## src/rtl/twmv_pkg.sv

```systemverilog
// Shared types and constants of the ternary-weight matrix-vector block.
// No dependencies; every rtl file of the block refers to it by scoped names.
package twmv_pkg;

    localparam int MAX_COLS    = 4096;
    localparam int LANES       = 4;
    localparam int STORE_DEPTH = MAX_COLS / LANES;
    localparam int ADDR_W      = $clog2(STORE_DEPTH);
    localparam int LANE_W      = $clog2(LANES);
    localparam int INDEX_W     = 12;
    localparam int ACT_W       = 16;
    localparam int TERM_W      = ACT_W + 2;
    localparam int CODE_W      = 2;
    localparam int WBYTE_W     = LANES * CODE_W;
    localparam int MAX_GROUPS  = 1024;
    localparam int GPR_W       = 11;
    localparam int GC_W        = 10;
    localparam int ROW_W       = 16;
    localparam int ACC_W       = 32;
    localparam int SCALE_W     = 16;
    localparam int PROD_W      = ACC_W + SCALE_W;
    localparam int FRAC_BITS   = 8;
    localparam int SHIFT_W     = PROD_W - FRAC_BITS;
    localparam int RESULT_W    = 32;

    localparam logic [CODE_W-1:0] CODE_NEG = 2'd0;
    localparam logic [CODE_W-1:0] CODE_POS = 2'd2;

    localparam logic FUNC_LOAD   = 1'b0;
    localparam logic FUNC_WEIGHT = 1'b1;

    localparam logic [GPR_W-1:0] GPR_RESET = 11'd1;

    typedef logic signed [ACT_W-1:0] act_t;
    typedef act_t [LANES-1:0] act_word_t;

    typedef struct packed {
        logic                       func;
        logic [INDEX_W-1:0]         act_index;
        logic signed [ACT_W-1:0]    act_value;
        logic [WBYTE_W-1:0]         weight_byte;
        logic signed [SCALE_W-1:0]  row_scale;
    } in_item_t;

    typedef struct packed {
        logic signed [RESULT_W-1:0] row_value;
        logic [ROW_W-1:0]           row_number;
    } out_item_t;

    // Position of a weight request within its row.
    typedef struct packed {
        logic             last;
        logic [ROW_W-1:0] row_number;
    } seq_info_t;

    // Finished row sum on its way to scaling.
    typedef struct packed {
        logic signed [ACC_W-1:0]   sum;
        logic signed [SCALE_W-1:0] scale;
        logic [ROW_W-1:0]          row_number;
    } row_req_t;

endpackage

```

## src/rtl/twmv_row_seq.sv

```systemverilog
// Row sequencer: row length register, group and row counters.
// Depends on twmv_pkg.
module twmv_row_seq (
    input  logic                            aclk,
    input  logic                            aresetn,
    input  logic                            cfg_we,
    input  logic [twmv_pkg::GPR_W-1:0]      cfg_value,
    input  logic                            step,
    output logic [twmv_pkg::ADDR_W-1:0]     group_addr,
    output twmv_pkg::seq_info_t             info
);

    logic [twmv_pkg::GPR_W-1:0] gpr_reg;
    logic [twmv_pkg::GC_W-1:0]  gc_reg, gc_next;
    logic [twmv_pkg::ROW_W-1:0] row_reg, row_next;
    logic [twmv_pkg::GPR_W-1:0] limit;
    logic                       last;

    // Zero acts as one group, oversized counts clamp to the store size.
    always_comb begin
        if (gpr_reg == '0) begin
            limit = twmv_pkg::GPR_W'(1);
        end else if (gpr_reg > twmv_pkg::GPR_W'(twmv_pkg::MAX_GROUPS)) begin
            limit = twmv_pkg::GPR_W'(twmv_pkg::MAX_GROUPS);
        end else begin
            limit = gpr_reg;
        end
    end

    assign last = ({1'b0, gc_reg} + twmv_pkg::GPR_W'(1)) >= limit;

    always_comb begin
        gc_next  = gc_reg;
        row_next = row_reg;
        if (step) begin
            if (last) begin
                gc_next  = '0;
                row_next = row_reg + twmv_pkg::ROW_W'(1);
            end else begin
                gc_next  = gc_reg + twmv_pkg::GC_W'(1);
            end
        end
    end

    always_ff @(posedge aclk) begin
        if (!aresetn) begin
            gpr_reg <= twmv_pkg::GPR_RESET;
            gc_reg  <= '0;
            row_reg <= '0;
        end else begin
            if (cfg_we) begin
                gpr_reg <= cfg_value;
            end
            gc_reg  <= gc_next;
            row_reg <= row_next;
        end
    end

    // Group g covers positions 4g..4g+3, i.e. exactly store word g.
    assign group_addr      = twmv_pkg::ADDR_W'(gc_reg);
    assign info.last       = last;
    assign info.row_number = row_reg;

endmodule

```

## config.mk

```make
export PLATFORM = sky130hd
export DESIGN_NAME = twmv_row_seq
export DESIGN_NICKNAME = d
export VERILOG_FILES = /design/src/rtl/twmv_pkg.sv /design/src/rtl/twmv_row_seq.sv
export SDC_FILE = /design/constraint.sdc
export NUM_CORES = 1
export LEC_CHECK = 0
export ABC_AREA = 1
export BUFFER_PORTS_ARGS = -buffer_cell sky130_fd_sc_hd__buf_2
export CAP_MARGIN = 5
export CORE_AREA = 2 2 61 120
export CTS_CLUSTER_SIZE = 24
export DETAILED_ROUTE_END_ITERATION = 10
export DIE_AREA = 0 0 63 122
export GPL_TIMING_DRIVEN = 0
export PLACE_DENSITY = 0.64
export SLEW_MARGIN = 10
export SYNTH_ARGS = -nofsm -noshare
export SYNTH_HDL_FRONTEND = slang
export SYNTH_SLANG_ARGS = --single-unit
```

## constraint.sdc

```tcl
create_clock -name aclk -period 2.88 [get_ports aclk]
set_clock_uncertainty 0.1 [all_clocks]
set_input_delay 0.288 -clock aclk [delete_from_list [all_inputs] [get_ports aclk]]
set_output_delay 0.288 -clock aclk [all_outputs]
set_load 0.05 [all_outputs]
```

### Word level (Yosys, flattened, before mapping)

Cells that the tools add are included.

| cells by class | value |
|---|---|
| $add $sub $neg | 3 |
| order comparisons | 2 |
| mux-type cells | 3 |
| reduce and logical (&&, ||, !) cells | 2 |

Operator list:

| cell | count |
|---|---|
| 11-bit two-way mux | 2 |
| 16-bit by 1-bit adder with 16-bit output, second input constant | 1 |
| 10-bit by 1-bit adder with 11-bit output, second input constant | 1 |
| 11-bit greater-or-equal comparator | 1 |
| 11-bit greater-than comparator, second input constant | 1 |
| 11-bit logical NOT | 1 |
| 10-bit by 1-bit adder with 10-bit output, second input constant | 1 |
| 10-bit two-way mux | 1 |
| 2-bit AND reduction | 1 |

| storage, ports and cells | value |
|---|---|
| bits in registers | 37 |
| logic and storage cells | 13 |

### Depth between registers and ports, before layout

| logic depth | value |
|---|---|
| word-level depth | 5 |
| mapped depth | 18 |

### Worst setup path after synthesis

OpenSTA, ideal clock, no wires.

| timing path | value |
|---|---|
| kind | register -> output |
| from | register gc_reg, in the netlist group_addr[0] |
| to | output port info[16] (netlist bit) |
| data arrival time | 2,578 ps |
| required time | 2,492 ps |
| setup slack | -86 ps |
| stages on the path, launching flop included | 16 |
| path through | dfxtp_1 ha_1 nand2_1 nor2_1 nand3_1 nand2_1 inv_1 ha_1 nand2_1 nor2_2 nand2_1 nor2_2 nor2_2 nand2_4 buf_12 buf_4 |

| on the way | value |
|---|---|
| longest elaborated chain between the ends | 2 |

Ends and longest elaborated chain:

| what | RTL line | text |
|---|---|---|
| start, declared | twmv_row_seq.sv:14 | `logic [twmv_pkg::GC_W-1:0] gc_reg, gc_next;` |
| start signal, assigned | twmv_row_seq.sv:54 | `gc_reg <= gc_next;` |
| 10-bit by 1-bit adder with 11-bit output | twmv_row_seq.sv:30 | `assign last = ({1'b0, gc_reg} + twmv_pkg::GPR_W'(1)) >= limit;` |
| 11-bit greater-or-equal comparator | twmv_row_seq.sv:30 |  |
| end, declared | twmv_row_seq.sv:10 | `output twmv_pkg::seq_info_t info` |

No other way between the ends.

==> key figures <==
Status
  – Status: finished clean

GRT
  – Vias in the first global route: 2,077
  – Antenna violations before repair: 0
  – GRT overflow: 0
  – Total GRT Usage: 15.0%
  – Pin count of the biggest net entering global routing: 12
  – First-pass GRT wire length: 9260 um

Placement
  – Port Buf Inserts: 40
  – Place WS: -0.0242 ns
  – RD Place Congestion: 0.839
  – DP Wirelength: 3760 um

Worst setup path
  – CP Data Required Time: 2.49 ns
  – CP max-delay cell: dfxtp_2
  – Critical path class: flip-flop to output port
  – Reg2Reg Capture Point: row_reg[5]
  – Critical path peak fanout: 3
  – Cell mode on critical path: buf_4
  – Critical Path Source Type: flip-flop
  – Critical Path Max Stage Delay: ~0.33 ns
  – R2R depth: 21
  – Arrival time at the worst endpoint: between 2 and 2.5 ns
  – CP Capture Type: output port
  – RR Startpoint: gpr_reg[7]
  – CP cell instances: nor2_1 > nand2_1 > nor4_4 > buf_4 > buf_4 > buf_4 > buf_4 > buf_4 > nand3_2 > nand2_2 > ha_4 > nand2_1 > nor2_1 > nand3_1 > nand2_2 > inv_2 > nand2_4 > buf_8
  – Reg2reg setup slack: 0.11 ns

Cells and area
  – Multi-input gate area: 1500 um^2
  – Number of antenna diodes: 0
  – Layout cells sized above 1: 36.1%
  – Area growth from synthesis to layout: 35.2%
  – Max reg flops: 16
  – FILL cells: 690
  – Nets: 423
  – Reg area: 757 um^2

Timing
  – Min cycle time layout: 2.81 ns
  – Endpoints failing setup: 0
  – Max frequency: ~0.36 GHz
  – Crit share post-route: 97.6%
  – Slew margin rel.: roughly 70%
  – Final Hold Viols: 0
  – Hold_ws: between 0.1 and 0.15 ns
  – Pins over their slew limit: 0
  – Setup WS post-layout: 0.0695 ns
  – Worst-margin pin slew: 0.453 ns

CTS
  – CTS Root Cell: clkbuf_16
  – CTS Buf Count: 5
  – CTS tree: built
  – Worst skew pair latency: between 0.2 and 0.3 ns
  – Sink Count: 37
  – CTS Buffer Depth: 2
  – Clock slew at reported path FFs: ~0.060 ns
  – H-tree Lvls: 2

Synthesis
  – Top_reg_cell synth: dfxtp_1
  – Ys Warns: 0
  – Synth Cell Area: approximately 2300 um^2
  – Syn Area/Cell: 6.91 um^2
  – Adder-cell share of the synthesized area: 7.11%
  – Seq/Total Area, Yosys: 32.4%
  – Multiplexer area fraction after synthesis: 0.875%
  – Syn_nets: between 300 and 400
  – Synthesized instance count: roughly 330
  – Post-synth ARST share: 0%
  – Synth Area in XOR/XNOR: 2.30%
  – Post-synthesis compound-gate area fraction: between 10 and 15%
  – Most common cell in the netlist: nand2_1
  – Top post-synthesis cells by count: nand2_1 (73), nor2_1 (62), dfxtp_1 (37)
  – Main combinational cell family by area after synthesis: simple AND/OR/NAND/NOR gates
  – Share of the synthesized area in the top cell type: 32.4%
  – Unique masters post-synth: 29
  – Area contributors post-synth: dfxtp_1 (32%), nand2_1 (12%), nor2_1 (10%), ha_1 (7.1%), nand3_1 (5.7%)
  – Simple-Gate Fraction of Synth Area: 37.0%
  – Cell type with the largest total area after synthesis: dfxtp_1
  – EDFF count, synth: 0
  – #FFs+latches synth: 37

Hold path
  – Hold path cells: 3
  – Hold Crit Start: cfg_value[0]
  – WHS Endpoint: gpr_reg[0]
  – Min-delay worst type: input pin to flip-flop

Routing
  – Via density: 4.58
  – DR WL/cell: around 12 um
  – Routed vias: 2,226
  – Total length of routed wires: 5620 um
  – Antenna viol nets, final: 0
  – Drt pass-1 iters: 4
  – Post-route DRC: 0
  – 1st-iter DRT viols: 132

Floorplanning
  – Starting Density: 33.5%
  – Row count: 43
  – Die Y: 122 um
  – I/O pin count: 42
  – Horizontal die dimension: 63 um
  – Core Region: about 6800 um^2
  – DIE AREA: 7690 um^2

Power
  – Pwr/cell area: 562 nW/um^2
  – Worst vdd ir: about 0.00033 V
  – Pleak: between 1 and 1.5 nW

Flow run
  – Max Cap Viol: 0
==> layer usage <==
layer	GRT usage [%]	vias to the layer above	part of all wire (%)
met4	6.11	0	1.3
met2	25.9	44	51
met1	18.4	992	44
met5	0	-	0
li1	-	1185	-
met3	2.22	5	3.6
==> how the worst max path moves through the flow <==
stage	startpoint	end	slack, ns	cells past startpoint
2_1_floorplan	group_addr[2]	info[16]	0.07	14
3_3_place_gp	group_addr[0]	info[16]	-0.02	16
3_5_place_dp	gpr_reg[2]	info[16]	-0.02	16
4_1_cts	gpr_reg[5]	row_reg[7]	0.01	20
5_1_grt	gpr_reg[6]	info[16]	-0.02	18
6_report	gpr_reg[6]	info[16]	0.07	18
==> layout make-up <==
class | instances | area share (%)
Clock inverter | 1 | 0.971
Tap cell | 90 | 3.64
Sequential cell | 37 | 24.5
Multi-Input combinational cell | 251 | 48.5
Timing Repair Buffer | 59 | 11.8
Clock buffer | 7 | 4.61
Inverter | 33 | 4.00
Buffer | 8 | 2.02
==> power breakdown <==
group          switching [mW]  internal [mW]
clock                   0.209          0.432
combinational           0.319          0.204
sequential             0.0307          0.543
==> kinds of logic after synthesis <==
kind of cell | count (synthesis)
compound gates | 43
buf+inv | 43
xor+xnor | 6
flops | 37
mux | 2
fa+ha+maj | 13
simple gates | 187
==> cells in the final DEF (no fill, tap or decap), drive strengths merged, types with 9 or more instances in the layout <==
master and count:
dfxtp 37, nand2 81, nand3 26, buf 65, nor2 74, inv 33
ha 13, a21oi 21, clkbuf 9, o21ai 20
==> worst max-delay path, delay by kind of cell, from the launching register on <==
kind,cells,cell delay (ns)
buf+inv,7,0.83
fa+ha+maj,1,0.25
flops,1,0.33
simple gates,10,0.74
==> through the flow <==
| step | power (mW) | utilization (%) | setup TNS, ns | instance area [um^2] | std cells |
|---|---|---|---|---|---|
| 6_report | 1.74 | 45.3 | 0 | 3090 | 486 |
| 5_1_grt | 1.82 | 45.3 | -0.0232 | 3090 | 486 |
| 4_1_cts | 1.70 | 43.6 | 0 | 2980 | 483 |
| 3_5_place_dp | 1.01 | 38.1 | -0.0242 | 2600 | 461 |
| 3_3_place_gp | 1.00 | 38.1 | -0.0191 | 2600 | 461 |
| 2_1_floorplan | 0.918 | - | 0 | 2290 | 331 |
==> timing repair <==
| item | CTS | global route |
|---|---|---|
| gates cloned | 0 | 0 |
| setup endpoints to repair | 1 | 25 |
| resized for setup | 28 | 25 |
| pin swaps | 18 | 14 |
| buffers inserted | 16 | 3 |
| hold buffers | 0 | 0 |
(Power assumes the default switching activity.)
