$ cat config.mk
export PLATFORM = sky130hd
export DESIGN_NAME = twmv_scale_sat
export DESIGN_NICKNAME = d
export VERILOG_FILES = /design/src/rtl/twmv_pkg.sv /design/src/rtl/twmv_scale_sat.sv
export SDC_FILE = /design/constraint.sdc
export NUM_CORES = 1
export LEC_CHECK = 0
export BUFFER_PORTS_ARGS = -buffer_cell sky130_fd_sc_hd__buf_4
export CAP_MARGIN = 20
export CORE_UTILIZATION = 34
export CTS_CLUSTER_SIZE = 28
export DETAILED_ROUTE_END_ITERATION = 16
export SYNTH_ARGS = -nofsm -noshare
export SYNTH_HDL_FRONTEND = slang
export SYNTH_SLANG_ARGS = --single-unit
export TNS_END_PERCENT = 50
$ cat constraint.sdc
create_clock -name aclk -period 7.9 [get_ports aclk]
set_input_delay 1.185 -clock aclk [delete_from_list [all_inputs] [get_ports aclk]]
set_output_delay 1.185 -clock aclk [all_outputs]
set_load 0.05 [all_outputs]
$ cat src/rtl/twmv_pkg.sv
// Shared types and constants of the ternary-weight matrix-vector block.
// No dependencies; every rtl file of the block refers to it by scoped names.
package twmv_pkg;

    localparam int MAX_COLS    = 4096;
    localparam int LANES       = 4;
    localparam int STORE_DEPTH = MAX_COLS / LANES;
    localparam int ADDR_W      = $clog2(STORE_DEPTH);
    localparam int LANE_W      = $clog2(LANES);
    localparam int INDEX_W     = 12;
    localparam int ACT_W       = 16;
    localparam int TERM_W      = ACT_W + 2;
    localparam int CODE_W      = 2;
    localparam int WBYTE_W     = LANES * CODE_W;
    localparam int MAX_GROUPS  = 1024;
    localparam int GPR_W       = 11;
    localparam int GC_W        = 10;
    localparam int ROW_W       = 16;
    localparam int ACC_W       = 32;
    localparam int SCALE_W     = 16;
    localparam int PROD_W      = ACC_W + SCALE_W;
    localparam int FRAC_BITS   = 8;
    localparam int SHIFT_W     = PROD_W - FRAC_BITS;
    localparam int RESULT_W    = 32;

    localparam logic [CODE_W-1:0] CODE_NEG = 2'd0;
    localparam logic [CODE_W-1:0] CODE_POS = 2'd2;

    localparam logic FUNC_LOAD   = 1'b0;
    localparam logic FUNC_WEIGHT = 1'b1;

    localparam logic [GPR_W-1:0] GPR_RESET = 11'd1;

    typedef logic signed [ACT_W-1:0] act_t;
    typedef act_t [LANES-1:0] act_word_t;

    typedef struct packed {
        logic                       func;
        logic [INDEX_W-1:0]         act_index;
        logic signed [ACT_W-1:0]    act_value;
        logic [WBYTE_W-1:0]         weight_byte;
        logic signed [SCALE_W-1:0]  row_scale;
    } in_item_t;

    typedef struct packed {
        logic signed [RESULT_W-1:0] row_value;
        logic [ROW_W-1:0]           row_number;
    } out_item_t;

    // Position of a weight request within its row.
    typedef struct packed {
        logic             last;
        logic [ROW_W-1:0] row_number;
    } seq_info_t;

    // Finished row sum on its way to scaling.
    typedef struct packed {
        logic signed [ACC_W-1:0]   sum;
        logic signed [SCALE_W-1:0] scale;
        logic [ROW_W-1:0]          row_number;
    } row_req_t;

endpackage

$ cat src/rtl/twmv_scale_sat.sv
// Scale stages: row sum times Q8.8 scale, floor shift by 8, saturate, output register.
// Depends on twmv_pkg.
module twmv_scale_sat (
    input  logic                  aclk,
    input  logic                  aresetn,
    input  logic                  row_valid,
    output logic                  row_ready,
    input  twmv_pkg::row_req_t    row_req,
    output logic                  m_valid,
    input  logic                  m_ready,
    output twmv_pkg::out_item_t   m_data
);

    logic                                  c_valid_reg;
    twmv_pkg::row_req_t                    c_req_reg;
    logic                                  d_valid_reg;
    logic signed [twmv_pkg::PROD_W-1:0]    d_prod_reg;
    logic [twmv_pkg::ROW_W-1:0]            d_row_reg;
    logic                                  m_valid_reg;
    twmv_pkg::out_item_t                   m_data_reg;
    logic signed [twmv_pkg::PROD_W-1:0]    prod;
    logic signed [twmv_pkg::SHIFT_W-1:0]   shifted;
    logic signed [twmv_pkg::RESULT_W-1:0]  sat;
    logic                                  out_free, d_adv, c_adv;

    assign out_free  = !m_valid_reg || m_ready;
    assign d_adv     = !d_valid_reg || out_free;
    assign c_adv     = !c_valid_reg || d_adv;
    assign row_ready = c_adv;

    assign prod    = c_req_reg.sum * c_req_reg.scale;
    assign shifted = twmv_pkg::SHIFT_W'(d_prod_reg >>> twmv_pkg::FRAC_BITS);

    // Clamp when the bits above the result width are not all sign copies.
    always_comb begin
        if (!shifted[twmv_pkg::SHIFT_W-1] &&
            (shifted[twmv_pkg::SHIFT_W-2:twmv_pkg::RESULT_W-1] != '0)) begin
            sat = {1'b0, {(twmv_pkg::RESULT_W-1){1'b1}}};
        end else if (shifted[twmv_pkg::SHIFT_W-1] &&
                     (shifted[twmv_pkg::SHIFT_W-2:twmv_pkg::RESULT_W-1] != '1)) begin
            sat = {1'b1, {(twmv_pkg::RESULT_W-1){1'b0}}};
        end else begin
            sat = shifted[twmv_pkg::RESULT_W-1:0];
        end
    end

    always_ff @(posedge aclk) begin
        if (!aresetn) begin
            c_valid_reg <= 1'b0;
            d_valid_reg <= 1'b0;
            m_valid_reg <= 1'b0;
        end else begin
            if (c_adv) begin
                c_valid_reg <= row_valid;
            end
            if (d_adv) begin
                d_valid_reg <= c_valid_reg;
            end
            if (out_free) begin
                m_valid_reg <= d_valid_reg;
            end
        end
    end

    always_ff @(posedge aclk) begin
        if (c_adv && row_valid) begin
            c_req_reg <= row_req;
        end
        if (d_adv && c_valid_reg) begin
            d_prod_reg <= prod;
            d_row_reg  <= c_req_reg.row_number;
        end
        if (out_free && d_valid_reg) begin
            m_data_reg.row_value  <= sat;
            m_data_reg.row_number <= d_row_reg;
        end
    end

    assign m_valid = m_valid_reg;
    assign m_data  = m_data_reg;

endmodule

After elaboration in Yosys (flattened, before gate mapping)
Cells that the tools add are included.
{ "word_totals": {"register_bits": 179, "latch_bits": 0, "ram_bits": 0, "rom_bits": 0, "out_inout_bits": 50, "word_cells": 26, "mem_count": 0} }
{ "classes": {"add_sub_neg": 0, "n_mul": 1, "div": 0, "n_lt_le_gt_ge": 0, "n_eq_ne": 1, "n_shift": 0, "n_mux": 1, "bitwise_logic": 0, "n_reduce_logical": 13} }
{ "ops": {"columns": ["op", "n"], "rows": [
  ["multiplier 32 x 16 -> 48 bit", 1],
  ["two-way mux 32 bit", 1],
  ["!= test 8 bit (second input constant)", 1],
  ["nonzero test 8 bit", 1],
  ["logical AND 1 bit", 5],
  ["logical NOT 1 bit", 4],
  ["logical OR 1 bit", 3]
]} }

Logic depth before layout (Yosys ltp)
{ "depth": {"depth_word": 5, "mapped_depth": 24} }

Least setup slack after synthesis
OpenSTA, ideal clock, no wires.
{ "synth_path": {"path_kind": "input -> register", "start": "input port m_ready", "end": "register d_prod_reg[10] (netlist bit) (enable)", "setup_ns": 0.555, "arrival_time_ns": 5.369, "setup_slack_ns": 1.975, "path_stages": 2, "path_buffers": 0, "cell_sequence": "nor2b_1 > a21boi_0"} }
{ "synth_between": {"elab_chain_cells": 3} }
{ "synth_rtl": {"columns": ["item", "line", "rtl"], "rows": [
  ["start: declaration", "twmv_scale_sat.sv:10", "input logic m_ready,"],
  ["logical OR 1 bit", "twmv_scale_sat.sv:26", "assign out_free = !m_valid_reg || m_ready;"],
  ["logical OR 1 bit", "twmv_scale_sat.sv:27", "assign d_adv = !d_valid_reg || out_free;"],
  ["logical AND 1 bit", "twmv_scale_sat.sv:69", "if (d_adv && c_valid_reg) begin"],
  ["end signal: assignment", "twmv_scale_sat.sv:70", "d_prod_reg <= prod;"],
  ["end: declaration", "twmv_scale_sat.sv:17", "logic signed [twmv_pkg::PROD_W-1:0] d_prod_reg;"]
]} }
No other way between the ends.
A chain may end at the register's enable or synchronous reset.

Final worst setup path
{ "layout_path": {"start": "register c_req_reg[17] (netlist bit)", "end": "register d_prod_reg[45] (netlist bit), data pin"} }
{ "layout_between": {"elab_chain_cells": 1} }
{ "layout_rtl": {"columns": ["item", "line", "rtl"], "rows": [
  ["start: declaration", "twmv_scale_sat.sv:15", "twmv_pkg::row_req_t c_req_reg;"],
  ["start signal: assignment", "twmv_scale_sat.sv:67", "c_req_reg <= row_req;"],
  ["multiplier 32 x 16 -> 48 bit", "twmv_scale_sat.sv:31", "assign prod = c_req_reg.sum * c_req_reg.scale;"],
  ["via prod (one bit)", "twmv_scale_sat.sv:21", "logic signed [twmv_pkg::PROD_W-1:0] prod;"]
]} }
The timed path passes the listed nets, and every way through them passes these cells.

==> impl_metrics.env <==
export IMPL_clock_path_buffers=2
export IMPL_ys_async_sr_fraction_pct=0
export IMPL_final_nets=2990
export IMPL_ant_nets=0
export IMPL_die_x_um=263
export IMPL_layout_common_cells="inv_1, fa_1, nand2_1"
export IMPL_multi_input_area_um2=15600
export IMPL_cts_hold_buf=0
export IMPL_worstSetupPathType="flop to flop"
export IMPL_synth_area_um2=23100
export IMPL_synthFlopType="edfxtp_1"
export IMPL_critPathRequiredTime_ps=8150
export IMPL_yosysWarnings=0
export IMPL_crit_path_start="c_req_reg[17]"
export IMPL_ys_ff_latch=171
export IMPL_port_buffers=117
export IMPL_largest_reg_flops=64
export IMPL_hold_ws_ps=418
export IMPL_max_freq_mhz=138
export IMPL_drt_total_wl_um=58700
export IMPL_status="finished, final reports clean"
export IMPL_clk_latency_ps=490
export IMPL_path_clk_slew_ps=90
export IMPL_period_needed_ps=7250
export IMPL_firstDrtPassIters=5
export IMPL_grtUsageTotal_pct=18.1
export IMPL_gp_congestion=0.878
export IMPL_start_util_pct=34.4
export IMPL_grt_pass1_vias=17700
export IMPL_fin_crit_sh_pct=91.7
export IMPL_via_per_inst=4.82
export IMPL_grt_setup_unrepaired="no"
export IMPL_syn_inst=2246
export IMPL_synthesis_nets=2910
export IMPL_hold_start="c_req_reg[5]"
export IMPL_cts_htree_levels=4
export IMPL_num_vias=15500
export IMPL_grt_antenna_before_repair=1
export IMPL_die_height_um=263
export IMPL_crit_arrival_ps=7490
export IMPL_dieArea_um2=69100
export IMPL_setup_tns_ps=0
export IMPL_setup_violations=0
export IMPL_io_pins=118
export IMPL_maxSlewHeadroom_pct=24.7
export IMPL_rows=95
export IMPL_overflow=0
export IMPL_drtIter0Drc=995
export IMPL_cts_setup_buffers=0
export IMPL_layout_area_seq_um2=5100
export IMPL_grt_max_degree=65
export IMPL_cts_sinks=171
export IMPL_cts_root_buf="clkbuf_16"
export IMPL_cts_resized_gates=0
export IMPL_wl_per_cell_um=18.3
export IMPL_grt_pass1_wl_um=96200
export IMPL_seq_area_frac_synth_pct=22.1
export IMPL_maxCapViolCount=0
export IMPL_worstReg2RegStart="c_req_reg[17]"
export IMPL_drc=0
export IMPL_end_kind="flop"
export IMPL_crit_path_max_fanout=24
export IMPL_slew_violations=0
export IMPL_drive_gt1_share_pct=8.72
export IMPL_hpwl_um=46600
export IMPL_core_area_um2=67300
export IMPL_cts_inserted_buffers=17
export IMPL_holdCritPathClass="flop to flop"
export IMPL_fill_cells=6635
export IMPL_fin_skew_ps=19.5
export IMPL_synth_edf_count=168
export IMPL_synth_avg_cell_area_um2=10.3
export IMPL_area_growth_pct=11.0
export IMPL_final_common_cell="inv_1"
export IMPL_worstSetupStartpointType="flop"
export IMPL_tightest_slew_ps=1130
export IMPL_hold_viol=0
export IMPL_synth_cell_type_count=54
export IMPL_cts_tree="done"
final cells by class:
cell class | instances | area share, %
Antenna cell | 1 | 0.00974
Clock buffer | 17 | 1.66
Clock inverter | 15 | 0.653
Inverter | 558 | 8.15
Multi-Input combinational cell | 1425 | 60.9
Sequential cell | 171 | 19.9
Tap cell | 873 | 4.25
Timing Repair Buffer | 153 | 4.55
per-layer routing:
layer  up-vias  GRT usage, %  wire (µm)
met4         0          7.21       1810
met1      8044          22.2      23900
met2       473          31.8      29900
met5         -             0          0
met3       101          2.91       3150
li1       6853             -          -
final timing paths:
kind | depth (start not counted) | slack (ps) | end
worst max-delay path | 19 | 650 | d_prod_reg[45]
worst min-delay path | 0 | 420 | d_row_reg[5]
worst max register to register | 19 | 650 | d_prod_reg[45]
worst min register to register | 0 | 420 | d_row_reg[5]
worst max-delay path, stage by stage (launching register included):
cell and delay, ps:
edfxtp_1 1060, buf_4 330, nand2_1 100, fa_1 550
fa_1 510, fa_1 560, inv_1 40, ha_1 270
fa_1 500, fa_1 440, ha_1 400, a21oi_1 250
o211ai_1 150, a221oi_2 530, nand3_1 210, buf_4 220
a21oi_1 330, o31ai_1 240, nor3_1 230, xnor2_1 90
synthesized netlist by cell type (6+ instances only):
master    number  area (µm²)
a21o_1        15         113
a21oi_1       41         205
and2_1       200        1250
clkbuf_1      88         330
edfxtp_1     168        5040
fa_1         485        9710
ha_1         111        1390
inv_1        557        2090
nand2_1      308        1160
nand2b_1       8        50.1
nand3_1       13        65.1
nand4_1        9        56.3
nor2_1        54         203
nor2b_1        9        56.3
nor3_1         9        45.0
o21a_1        34         255
o21ai_0       15        75.1
o21ai_1        8        40.0
o21bai_1       6        45.0
xnor2_1       35         307
xor2_1        11        96.3
kinds of logic (layout without fill, tap and decap cells):
kind of cell	Yosys count	count (layout)	synth area share [%]
adders and majority gates	596	596	47.9
xor gates and xnor gates	46	46	1.74
muxes	1	1	0.0432
DFF	171	171	22.1
buffers and inverters	650	743	10.6
other	0	1	0
AOI/OAI and AO/OA	158	158	4.73
and+or+nand+nor	624	624	12.9
stage by stage:
step	utilization [%]	setup WS [ps]	cells	cell area, µm²
2_1_floorplan	-	1980	2246	23100
4_1_cts	38.2	746	3212	25700
5_1_grt	38.2	401	3213	25700
6_report	38.2	654	3213	25700
3_3_place_gp	37.3	717	3179	25100
3_5_place_dp	37.3	736	3180	25100
Power is left out: the tool's default activity adds up to more than one toggle a clock period on the data nets, which glitch-free logic cannot reach.
