File: config.mk
export PLATFORM = sky130hd
export DESIGN_NAME = twmv_accum
export DESIGN_NICKNAME = d
export VERILOG_FILES = /design/src/rtl/twmv_pkg.sv /design/src/rtl/twmv_accum.sv
export SDC_FILE = /design/constraint.sdc
export NUM_CORES = 1
export LEC_CHECK = 0
export BUFFER_PORTS_ARGS = -buffer_cell sky130_fd_sc_hd__buf_2
export CORE_MARGIN = 4
export CORE_UTILIZATION = 35
export CTS_CLUSTER_SIZE = 25
export DETAILED_ROUTE_END_ITERATION = 7
export GPL_ROUTABILITY_DRIVEN = 0
export PLACE_DENSITY = 0.53
export SLEW_MARGIN = 15
export SYNTH_ARGS = -nofsm -noshare
export SYNTH_HDL_FRONTEND = slang
export SYNTH_SLANG_ARGS = --single-unit
File: constraint.sdc
create_clock -name aclk -period 7.65 [get_ports aclk]
set_input_delay 0.3825 -clock aclk [delete_from_list [all_inputs] [get_ports aclk]]
set_output_delay 0.3825 -clock aclk [all_outputs]
set_load 0.05 [all_outputs]
File: src/rtl/twmv_pkg.sv
// Shared types and constants of the ternary-weight matrix-vector block.
// No dependencies; every rtl file of the block refers to it by scoped names.
package twmv_pkg;

    localparam int MAX_COLS    = 4096;
    localparam int LANES       = 4;
    localparam int STORE_DEPTH = MAX_COLS / LANES;
    localparam int ADDR_W      = $clog2(STORE_DEPTH);
    localparam int LANE_W      = $clog2(LANES);
    localparam int INDEX_W     = 12;
    localparam int ACT_W       = 16;
    localparam int TERM_W      = ACT_W + 2;
    localparam int CODE_W      = 2;
    localparam int WBYTE_W     = LANES * CODE_W;
    localparam int MAX_GROUPS  = 1024;
    localparam int GPR_W       = 11;
    localparam int GC_W        = 10;
    localparam int ROW_W       = 16;
    localparam int ACC_W       = 32;
    localparam int SCALE_W     = 16;
    localparam int PROD_W      = ACC_W + SCALE_W;
    localparam int FRAC_BITS   = 8;
    localparam int SHIFT_W     = PROD_W - FRAC_BITS;
    localparam int RESULT_W    = 32;

    localparam logic [CODE_W-1:0] CODE_NEG = 2'd0;
    localparam logic [CODE_W-1:0] CODE_POS = 2'd2;

    localparam logic FUNC_LOAD   = 1'b0;
    localparam logic FUNC_WEIGHT = 1'b1;

    localparam logic [GPR_W-1:0] GPR_RESET = 11'd1;

    typedef logic signed [ACT_W-1:0] act_t;
    typedef act_t [LANES-1:0] act_word_t;

    typedef struct packed {
        logic                       func;
        logic [INDEX_W-1:0]         act_index;
        logic signed [ACT_W-1:0]    act_value;
        logic [WBYTE_W-1:0]         weight_byte;
        logic signed [SCALE_W-1:0]  row_scale;
    } in_item_t;

    typedef struct packed {
        logic signed [RESULT_W-1:0] row_value;
        logic [ROW_W-1:0]           row_number;
    } out_item_t;

    // Position of a weight request within its row.
    typedef struct packed {
        logic             last;
        logic [ROW_W-1:0] row_number;
    } seq_info_t;

    // Finished row sum on its way to scaling.
    typedef struct packed {
        logic signed [ACC_W-1:0]   sum;
        logic signed [SCALE_W-1:0] scale;
        logic [ROW_W-1:0]          row_number;
    } row_req_t;

endpackage

File: src/rtl/twmv_accum.sv
// Accumulate stage: decode four ternary codes, add the group to the row sum.
// Depends on twmv_pkg; store read data arrives aligned with this stage.
module twmv_accum (
    input  logic                                aclk,
    input  logic                                aresetn,
    input  logic                                take,
    input  logic [twmv_pkg::WBYTE_W-1:0]        weight_byte,
    input  logic signed [twmv_pkg::SCALE_W-1:0] row_scale,
    input  twmv_pkg::seq_info_t                 info,
    input  twmv_pkg::act_word_t                 rd_data,
    output logic                                in_ready,
    output logic                                row_valid,
    input  logic                                row_ready,
    output twmv_pkg::row_req_t                  row_req
);

    logic                                b_valid_reg;
    logic                                b_last_reg;
    logic [twmv_pkg::WBYTE_W-1:0]        b_wbyte_reg;
    logic signed [twmv_pkg::SCALE_W-1:0] b_scale_reg;
    logic [twmv_pkg::ROW_W-1:0]          b_row_reg;
    logic signed [twmv_pkg::ACC_W-1:0]   acc_reg, acc_next;
    logic signed [twmv_pkg::TERM_W-1:0]  term [twmv_pkg::LANES];
    logic signed [twmv_pkg::ACC_W-1:0]   sum;
    logic                                b_fire;

    always_comb begin
        for (int j = 0; j < twmv_pkg::LANES; j++) begin
            case (b_wbyte_reg[j*twmv_pkg::CODE_W +: twmv_pkg::CODE_W])
                twmv_pkg::CODE_NEG: term[j] = -twmv_pkg::TERM_W'(rd_data[j]);
                twmv_pkg::CODE_POS: term[j] = twmv_pkg::TERM_W'(rd_data[j]);
                default:            term[j] = '0;
            endcase
        end
    end

    assign sum = acc_reg + twmv_pkg::ACC_W'(term[0]) + twmv_pkg::ACC_W'(term[1])
               + twmv_pkg::ACC_W'(term[2]) + twmv_pkg::ACC_W'(term[3]);

    // Hold only when a finished row cannot move on.
    assign in_ready  = !b_valid_reg || !b_last_reg || row_ready;
    assign b_fire    = b_valid_reg && in_ready;
    assign row_valid = b_valid_reg && b_last_reg;

    always_comb begin
        acc_next = acc_reg;
        if (b_fire) begin
            acc_next = b_last_reg ? '0 : sum;
        end
    end

    always_ff @(posedge aclk) begin
        if (!aresetn) begin
            b_valid_reg <= 1'b0;
            b_last_reg  <= 1'b0;
            acc_reg     <= '0;
        end else begin
            acc_reg <= acc_next;
            if (in_ready) begin
                b_valid_reg <= take;
                b_last_reg  <= info.last;
            end
        end
    end

    always_ff @(posedge aclk) begin
        if (in_ready && take) begin
            b_wbyte_reg <= weight_byte;
            b_scale_reg <= row_scale;
            b_row_reg   <= info.row_number;
        end
    end

    assign row_req.sum        = sum;
    assign row_req.scale      = b_scale_reg;
    assign row_req.row_number = b_row_reg;

`ifndef ASSERT_OFF
    a_take_fills: assert property (@(posedge aclk) disable iff (!aresetn)
        in_ready && take |=> b_valid_reg)
        else $error("accepted weight request did not reach the accumulate stage");

    a_idle_drains: assert property (@(posedge aclk) disable iff (!aresetn)
        in_ready && !take |=> !b_valid_reg)
        else $error("accumulate stage kept a stale request");

    a_row_clears: assert property (@(posedge aclk) disable iff (!aresetn)
        row_valid && row_ready |=> acc_reg == '0)
        else $error("row accumulator not cleared after row end");

    a_hold_sum: assert property (@(posedge aclk) disable iff (!aresetn)
        !b_valid_reg |=> $stable(acc_reg))
        else $error("row accumulator changed without a request");
`endif

endmodule

# Word-level counts from Yosys, hierarchy flattened
# Cells that the tools add are included.
# word_totals
reg_bits,74
input_bits,109
out_inout_bits,66
elab_cells,34
# classes
add_sub_neg,8
eq_ne,4
n_mux,5
n_reduce_logical,11
# ops
operator,n
one-hot mux 18 bit (2 select lines),4
adder 32 x 18 -> 32 bit,4
negation 16 -> 18 bit,4
two-way mux 32 bit,1
"equality test 2 bit, second input constant",4
logical NOT 2 bit,4
logical AND 1 bit,3
logical NOT 1 bit,2
logical OR 1 bit,2

# Depth between registers and ports, before layout
# depth
word_depth,7
depth_mapped,24
depth_no_buf,24

# Worst setup path before layout
# OpenSTA, ideal clock, no wires.
# synth_path
path_kind,in2out
from,input port rd_data[50] (netlist bit)
to,output port row_req[63] (netlist bit)
arrival_ps,6158
t_required_ps,7267
path_slack_ps,1110
cell_stages,22
n_path_buf,1
cell_sequence,nor3_1 > and4b_1 > a21o_1 > or2_2 > a21oi_1 > inv_1 > fa_1 > inv_1 > fa_1 > inv_1 > fa_1 > inv_1 > ha_1 > clkbuf_1 > a21oi_1 > o21a_1 > and2_1 > nand4_1 > a41oi_1 > o21ai_0 > a21oi_1 > xor2_1
# synth_lines
item,line,source
from (decl),twmv_accum.sv:10,"input twmv_pkg::act_word_t rd_data,"
to (decl),twmv_accum.sv:14,output twmv_pkg::row_req_t row_req

==> metrics.txt <==
max-slew violation total from the final report 0; CP Capture Type output pin; global-route usage over all layers 0.172; first-pass iteration count of the detailed router 5; number of nets in the finished design 1,322; Worst Setup Start Kind register; measured slew at the worst slew-check pin 1.05 ns; setup slack of the critical path after layout 0.506 ns; fillers 2,327; most common cell type on the critical path sky130_fd_sc_hd__inv_1; Syn Nets 1,161; final setup violation count 0; Chip Width 161 µm; category of the critical setup timing path register to output pin; Power Dens Cells 455 nW/µm²; Max Clock Skew 0.00926 ns; max incr delay on CP 0.71 ns; top flip-flop cell by instance count after synthesis sky130_fd_sc_hd__edfxtp_1; Gate Count Post-Synth slightly above 900; library cell with the highest instance count after synthesis sky130_fd_sc_hd__inv_1; count of cells along the worst hold path 1; worst r2r dst acc_reg[31]$_SDFFE_PN0P_; startpoint of the worst register-to-register path b_wbyte_reg[5]$_DFFE_PP_; register area share after synthesis 0.229; setup repair after global routing missed its margin false; routed via count divided by cell count roughly 4.8; count of synthesis-stage warnings from yosys 0; min-delay worst type primary input to register; quantity of I/O buffers inserted on ports roughly 170; most instantiated cells after synthesis sky130_fd_sc_hd__inv_1 (195), sky130_fd_sc_hd__fa_1 (92), sky130_fd_sc_hd__nor2_1 (59); via total after detailed routing 6,675; maximum buffer depth of the clock tree 2; top achievable clock speed between 100 and 150 MHz; number of clock sinks 74; count of nets left with antenna violations after detail routing 0; slowest cell on the critical path sky130_fd_sc_hd__a21oi_1; Routed Wire Length 22,000 µm; clock tree from TritonCTS done; Netlist cell types 59; library cell with the largest summed area after synthesis sky130_fd_sc_hd__fa_1; Clk Tree Root Cell sky130_fd_sc_hd__clkbuf_16; I/O pins around 180; initial cell density of the core 0.359; die footprint 26,000 µm²; number of max-capacitance violations reported 0; 1st-iter DRT viols 336; Worst Reg-to-Reg Cells 20; CTS hold repair buffers 0; number of rows in the core area 55; multi-input gate area in the final layout 5520 µm²; Die Y-Extent 161 µm; total congestion overflow after global routing 0; residual DRC count 0; EDFF count, synth 40; Peak supply drop 0.000566 V; area fraction of the dominant cell type after synthesis 0.224; dpl ws 0.611 ns; Worst R2R Setup Slack 1.31 ns; summed negative setup slack over all endpoints 0 ns; Area contributors post-synth sky130_fd_sc_hd__fa_1 (22%), sky130_fd_sc_hd__edfxtp_1 (15%), sky130_fd_sc_hd__inv_1 (8.9%); number of setup buffers added after CTS 0; CTS H-Tree Depth 3; proportion of layout cells with a drive suffix above 1 0.189; leakage 4.69 nW; global-route wire length before repair approximately 35,000 µm; arrival time worst endpoint 6.76 ns; combined area of all synthesized cells 8240 µm²; final worst-path cycle share 0.934; result of the run complete, no violations; largest net degree at the start of global routing 41; total area of sequential cells approximately 1900 µm²; number of synthesized register bits 74; via count of the first global-routing pass 6,650; Hold EP b_scale_reg[4]$_DFFE_PP_; number of flip-flops in the largest register 32; Final min period roughly 7.1 ns; Core Region approximately 23,000 µm²; area added between synthesis and finish 18.1%; Final Hold Viols 0; data required time of the critical path 7.27 ns; DP HPWL 18,200 µm; post-cts sizing count 0; antenna violations before repair 0; clock insertion delay at the later pin of the skew report 0.34 ns; Mean Syn Cell Area 8.91 µm²; wire per inst ~16 µm; proportion of register bits with asynchronous set or reset after synthesis 0; CP Max Fanout 23; source of the worst hold timing path row_scale[4]; max_slew headroom 0.290; Inserted Clock Buffers 9; clock slew at the register clock pins of the worst setup and hold paths ~0.070 ns; cell breakdown of the critical path nor2_1, o31ai_1, a21oi_1, inv_1, fa_1, inv_1, fa_1, inv_1, fa_1, inv_1, ha_1, and2_1, o21ai_0, and2_1, nand4_1, a41oi_1, o21ai_0, a21oi_1, xor2_1, buf_2
## layout make-up
class,instances,share of cell area
inverters,195,0.0753
clock inverters,7,0.00785
well taps,313,0.0403
flip-flops and latches,74,0.193
diodes,1,0.000257
repair buffers,178,0.0926
multi-input cells,627,0.567
clock buffers,9,0.0232
## cells by family after synthesis
| family | after synthesis | synth area share |
|---|---|---|
| buffers and inverters | 223 | 0.102 |
| AND/OR/NAND/NOR | 221 | 0.145 |
| AO/OA/AOI/OAI | 204 | 0.166 |
| adder cells (fa/ha/maj) | 128 | 0.278 |
| flip-flops | 74 | 0.229 |
| XOR/XNOR | 70 | 0.0754 |
| multiplexers | 4 | 0.00486 |
## worst max path at each step
| stage | startpoint | endpoint | slack, ns | cells past startpoint |
|---|---|---|---|---|
| after global routing | b_wbyte_reg[5]$_DFFE_PP_ | row_req[63] | 0.07 | 20 |
| after floorplan | rd_data[50] | row_req[63] | 1.11 | 22 |
| after CTS | b_wbyte_reg[5]$_DFFE_PP_ | row_req[63] | 0.41 | 20 |
| after detailed placement | rd_data[34] | row_req[63] | 0.61 | 23 |
| final | b_wbyte_reg[5]$_DFFE_PP_ | row_req[63] | 0.51 | 20 |
| after global placement | rd_data[34] | row_req[63] | 0.72 | 23 |
## through the flow
step,cells,hold WS (ns),instance area [µm²],util,total power (W)
floorplan,924,0.441,8240,-,0.00320
global placement,1387,0.455,9420,0.411,0.00402
detailed placement,1387,0.463,9420,0.411,0.00400
CTS,1403,0.190,9720,0.424,0.00449
global route,1403,0.188,9720,0.424,0.00480
finish,1404,0.207,9730,0.424,0.00442
## where the power goes
| part | internal, W | total (W) | switching, W | leakage (nW) |
|---|---|---|---|---|
| Combinational | 0.00100 | 0.00345 | 0.00245 | 3.87 |
| Sequential | 0.000482 | 0.000527 | 0.0000450 | 0.668 |
| Clock | 0.000255 | 0.000442 | 0.000187 | 0.144 |
## critical path: cells and delay by family, from the launching register on
family          cells  cell delay [ns]
compound gates      6             1.83
flops               1             0.67
buf+inv             5             0.99
fa+ha+maj           4             1.97
simple gates        4             0.71
xor+xnor            1             0.22
## per-layer routing
metal,GRT usage,routed length (µm)
met3,0.0322,1300
met1,0.242,10300
met4,0.0415,314
met2,0.275,10000
met5,0,0
## placed cells by master (no fill, tap or decap), types with 26 or more instances in the layout
cell,Yosys,final
sky130_fd_sc_hd__dfxtp_1,34,34
sky130_fd_sc_hd__buf_2,1,174
sky130_fd_sc_hd__xnor2_1,40,40
sky130_fd_sc_hd__nand2_1,30,30
sky130_fd_sc_hd__nor2_1,59,59
sky130_fd_sc_hd__nand2b_1,26,26
sky130_fd_sc_hd__a21o_1,37,37
sky130_fd_sc_hd__a21oi_1,53,53
sky130_fd_sc_hd__edfxtp_1,40,40
sky130_fd_sc_hd__ha_1,36,36
sky130_fd_sc_hd__inv_1,195,195
sky130_fd_sc_hd__o21ai_0,34,34
sky130_fd_sc_hd__xor2_1,29,29
sky130_fd_sc_hd__fa_1,92,92
(Power assumes the default switching activity.)
